## config.mk

```make
export PLATFORM = sky130hd
export DESIGN_NAME = tpgm_ram
export DESIGN_NICKNAME = d
export VERILOG_FILES = /design/src/sv/tpgm_ram.sv
export SDC_FILE = /design/constraint.sdc
export NUM_CORES = 2
export LEC_CHECK = 0
export BUFFER_PORTS_ARGS = -buffer_cell sky130_fd_sc_hd__buf_4
export CAP_MARGIN = 20
export CORE_ASPECT_RATIO = 0.5
export CORE_UTILIZATION = 60
export DETAILED_ROUTE_END_ITERATION = 6
export MAX_ROUTING_LAYER = met4
export PLACE_DENSITY = 0.76
export SLEW_MARGIN = 20
export SYNTH_ARGS = -nofsm -noshare
export SYNTH_HDL_FRONTEND = slang
export SYNTH_SLANG_ARGS = --single-unit
```

## constraint.sdc

```tcl
create_clock -name clk -period 4 [get_ports clk]
set_input_delay 1.2 -clock clk [delete_from_list [all_inputs] [get_ports clk]]
set_output_delay 1.2 -clock clk [all_outputs]
set_load 0.005 [all_outputs]
```

## src/sv/tpgm_ram.sv

```systemverilog
// ----------------------------------------------------------------------------
// tpgm_ram
// Synchronous RAM with one write port and two registered read ports.
// ----------------------------------------------------------------------------
`default_nettype none

module tpgm_ram #(
  parameter int AW = 8,
  parameter int DW = 16
) (
  input  logic          clk,
  input  logic          we,
  input  logic [AW-1:0] waddr,
  input  logic [DW-1:0] wdata,
  input  logic [AW-1:0] raddr0,
  input  logic [AW-1:0] raddr1,
  output logic [DW-1:0] rdata0,
  output logic [DW-1:0] rdata1
);

  logic [DW-1:0] mem [0:(1<<AW)-1];

  always_ff @(posedge clk) begin
    if (we) begin
      mem[waddr] <= wdata;
    end
    rdata0 <= mem[raddr0];
    rdata1 <= mem[raddr1];
  end

endmodule

`default_nettype wire

```

Yosys cells after proc, flatten, opt, wreduce, memory -nomap -nowiden
Memory sizes are Yosys's and may differ from the RTL's. A register that Yosys moved wholly into a read port is not among the register bits.
Index checks and enable logic that the tools add are counted.
{"block": "classes", "n_addsub": 0, "n_mul": 0, "n_div": 0, "order_cmp": 0, "n_eq_ne": 0, "shifts": 0, "muxes": 2, "n_bitwise": 0, "reduce_logical": 0}
{"cell": "two-way mux 1 bit", "count": 2}
{"block": "totals", "regBits": 0, "latch_bits": 0, "ramBits": 4096, "mem_bits_ro": 0, "output_inout_bits": 32, "mem_count": 1}
{"memory": "mem", "depth": 256, "word_bits": 16, "read_ports": 2, "rd_ports_with_merged_regs": 2, "wr": 1, "line": "21", "text": "logic [DW-1:0] mem [0:(1<<AW)-1];"}

Longest topological paths before layout
{"block": "logic_depth", "depth_word": 2, "depth_mapped": 13, "mapped_depth_nobuf": 7}

Worst setup path after synthesis
Ideal clock, no wire load.
{"block": "synth_path", "path_type": "in2reg", "start": "in raddr1[0]", "end": "reg rdata1[10], read port of mem", "setup_ns": 0.129, "arrival_time_ns": 3.337, "path_slack_ns": 0.534, "stages": 8, "path_buffers": 2, "cell_sequence": "buf_4 > buf_1 > mux4_2 > mux4_2 > a22oi_1 > nand2_1 > o31ai_1 > nor3_1"}
{"element": "start, declared", "line": "16", "text": "input logic [AW-1:0] raddr1,"}
{"element": "end, declared", "line": "18", "text": "output logic [DW-1:0] rdata1"}

==> flow_summary.toml <==
[placed_design]
dp.cells = 15100
dpl.hpwl_um = 424000
io_buffers = 73
routabilityCongestion = 1.07
place_worst_setup_slack_ns = -1.05
post_dp_cell_area_mm2 = 0.208

[setup_path]
critical_path_class = "primary input to register"
crit_chain = "buf_4, buf_4, clkinv_2, buf_12, buf_12, nor2_4, buf_12, buf_4, a221oi_1, o22ai_1, buf_4, nor3_1, nor2_1, and3_1"
end_kind = "register"
cp-start-kind = "primary input"
crit_family = "simple AND/OR/NAND/NOR gates"
slowest_stage = "nor2_1"
worst_path_largest_cell_delay_ns = 0.98
critical_path_buf_inv_count = 8
crit_path_end = "rdata0[9]"
path_max_fanout = 13
reg2reg_from = "mem[57][13]"
crit_top_cell = "buf_4"
r2r_end = "rdata0[13]"
startpoint = "raddr0[2]"
rrSetupSlack_ns = 0.84
worstRegToRegCells = 10
required_ns = 4.90
crit_arrival_ns = 5.02
cp_num_cells = 14

[timing]
maxSlewHeadroom_pct = 14.8
hold_viol_final = 0
fin_worst_skew_ns = 0.0488
worst_pin_slew_ns = 1.27
fin_crit_sh_pct = 103
setup_slack_ns = -0.129
rsz0062_at_grt = "no"
period_needed_ns = 4.13
hold_ws_ns = 0.701
fin_tns_setup_ns = -0.377
setup_viol = 6
maxSlewViolCount = 0
max_freq_mhz = 242

[floorplan]
start_util_pct = 60.4
fp.coreArea_mm2 = 0.317
die_w_um = 801
die_height_um = 402
die_area_mm2 = 0.322
num_rows = 146
io_pins = 74

[min_path]
worstHoldPathType = "primary input to register"

[layout]
nFillCells = 19300
final_cells = 15800
layout-drive-gt1-share_pct = 35.2
syn_to_final_growth_pct = 14.8
final_cell_area_mm2 = 0.220
layout.nets = 11300

[logic_synthesis]
async_reset_ff_share_pct = 0
syn_nets = 10200
synth_flop_cell = "edfxtp_1"
avgSynthCellArea_um2 = 18.9
synth_mux_area_share_pct = 25.2
synth_warnings = 0
synth-edff-count = 4096
synth_compound_area_share_pct = 5.40
syn-cell-area_mm2 = 0.192
synthAdderAreaFrac_pct = 0
ys_seq_area_share_pct = 64.5
synthSimpleGateAreaFrac_pct = 2.43
syn-instance-count = 10100
yosys.area_share.xor_xnor_pct = 0
synth_cell_types = 59
synth_top_family_by_area = "multiplexers"
yosys_register_bits = 4128

[global_routing]
grt_pass1_wl_um = 905000
grt_max_degree = 114
grt-ovfl-total = 0
grt_pass1_vias = 120000
antenna_found_initial = 54
grt_usage_pct = 41.3

[route]
wire_per_inst_um = 41.0
wl_um = 650000
vias = 122000
ant_nets = 0
drc = 0
drt_pass1_iterations = 6
drt_iter0_markers = 21400
vias_per_cell = 7.70

[clocking]
htree_levels = 5
cts_buffer_depth = 4
hold_buffers = 0
cts_buffers = 363
clkLatencyLatePin_ns = 0.97
root_buffer = "clkbuf_16"
post_cts_buffers = 0
cts_tree = "yes"
path_clk_slew_ns = 0.07
cts.sinks = 4128

[power_and_ir_drop]
p_leak_nw = 72.6
ir_worst_vdd_mv = 0.400
powerDensity_mw_per_mm2 = 421

[outcome]
outcome = "finished, violations left"
violations = "setup timing"

[job]
cap_violations = 0
-- repair_timing --
item | CTS | global route
setup endpoints to repair | 1 | 4
endpoints found under the hold margin | 0 | 0
pin swaps | 0 | 0
resized for setup | 1 | 4
-- synth_stat cells, drive strengths merged, types with 2 or more instances --
| library cell | number | area [um2] |
|---|---|---|
| and2 | 2 | 12.5 |
| edfxtp | 4096 | 123000 |
| a211o | 26 | 228 |
| a31oi | 3 | 18.8 |
| and3 | 18 | 113 |
| nor4bb | 3 | 30.0 |
| nor3b | 2 | 15.0 |
| nor2 | 355 | 1330 |
| and4b | 4 | 40.0 |
| buf | 467 | 3260 |
| nand3 | 83 | 415 |
| or3b | 3 | 26.3 |
| o311ai | 12 | 105 |
| mux4 | 1688 | 38000 |
| or2 | 4 | 25.0 |
| nand2 | 257 | 965 |
| nand4 | 30 | 188 |
| a21oi | 210 | 1050 |
| a211oi | 25 | 203 |
| dfxtp | 32 | 641 |
| o21ai | 74 | 370 |
| nand2b | 11 | 68.8 |
| nor2b | 13 | 81.3 |
| nor4 | 39 | 250 |
| and4 | 12 | 105 |
| nand4b | 2 | 17.5 |
| o211ai | 59 | 443 |
| inv | 6 | 22.5 |
| o21bai | 11 | 82.6 |
| a2111oi | 39 | 348 |
| a22o | 55 | 482 |
| o22ai | 284 | 1800 |
| o221ai | 418 | 3660 |
| a221oi | 48 | 420 |
| a22oi | 119 | 893 |
| nand3b | 2 | 15.0 |
| clkbuf | 383 | 1440 |
| mux2i | 1021 | 10200 |
| o31ai | 27 | 203 |
| nor3 | 185 | 926 |
-- state kept, by name (all words and copies together) (netlist names) --
register and cells:
mem 4096, rdata0 16, rdata1 16
-- per-layer routing --
metal,up-vias,global-route usage [%],part of all wire (%)
li1,46300,-,-
met1,62300,51.9,32
met2,11200,58.3,44
met3,2253,15.4,17
met4,0,24.0,7.7
met5,-,-,0
-- cells in the final DEF, fill, tap and decap left out, drive strengths merged, types with 13 or more instances in the layout --
master    Yosys  layout
a2111oi      39      39
a211o        26      26
a211oi       25      25
a21oi       210     210
a221oi       48      48
a22o         55      55
a22oi       119     119
and3         18      18
buf         467    1622
bufinv        0      35
clkbuf      383     446
clkinv        0     156
clkinvlp      0      19
dfxtp        32      32
diode         0      55
edfxtp     4096    4096
inv           6      19
mux2i      1021    1021
mux4       1688    1688
nand2       257     257
nand3        83      83
nand4        30      30
nor2        355     355
nor2b        13      13
nor3        185     185
nor4         39      39
o211ai       59      59
o21ai        74      74
o221ai      418     418
o22ai       284     284
o31ai        27      27
-- worst min-delay path by stage --
stage          depth (start not counted)         from  slack (ns)           to
3_5_place_dp                           6  mem[34][11]        0.99   rdata1[11]
2_1_floorplan                          5  mem[218][0]        0.90    rdata1[0]
4_1_cts                                1     wdata[0]        0.66  mem[178][0]
5_1_grt                                1     wdata[0]        0.68  mem[178][0]
6_report                               1     wdata[0]        0.70  mem[178][0]
3_3_place_gp                           6  mem[34][11]        0.97   rdata1[11]
-- final cells by class --
| type | instances | area (um2) | share of cell area [%] |
|---|---|---|---|
| Sequential cell | 4128 | 124000 | 56.2 |
| Multi-Input combinational cell | 5151 | 63900 | 29.1 |
| Timing Repair Buffer | 1637 | 15400 | 7.00 |
| Clock buffer | 431 | 9410 | 4.28 |
| Tap cell | 4218 | 5280 | 2.40 |
| Clock inverter | 223 | 2060 | 0.936 |
| Antenna cell | 55 | 138 | 0.0626 |
| Inverter | 6 | 41.3 | 0.0188 |
-- logic make-up after synthesis --
group	after synthesis
flip-flops	4128
multiplexers	2709
AO/OA/AOI/OAI	1414
AND/OR/NAND/NOR	1028
buffers and inverters	856
-- through the flow --
| stage | util (%) | total power, mW |
|---|---|---|
| 6_report | 69.3 | 92.5 |
| 5_1_grt | 69.3 | 94.0 |
| 4_1_cts | 69.3 | 92.0 |
| 3_5_place_dp | 65.7 | 57.5 |
| 3_3_place_gp | 65.7 | 57.3 |
| 2_1_floorplan | - | 53.1 |
-- power by group --
part	internal, mW	switching, mW	total (mW)
Clock	19.1	16.4	35.5
Combinational	3.63	5.46	9.08
Sequential	47.7	0.216	47.9
Total	70.4	22.1	92.5
Power figures use the tool's default switching activity.
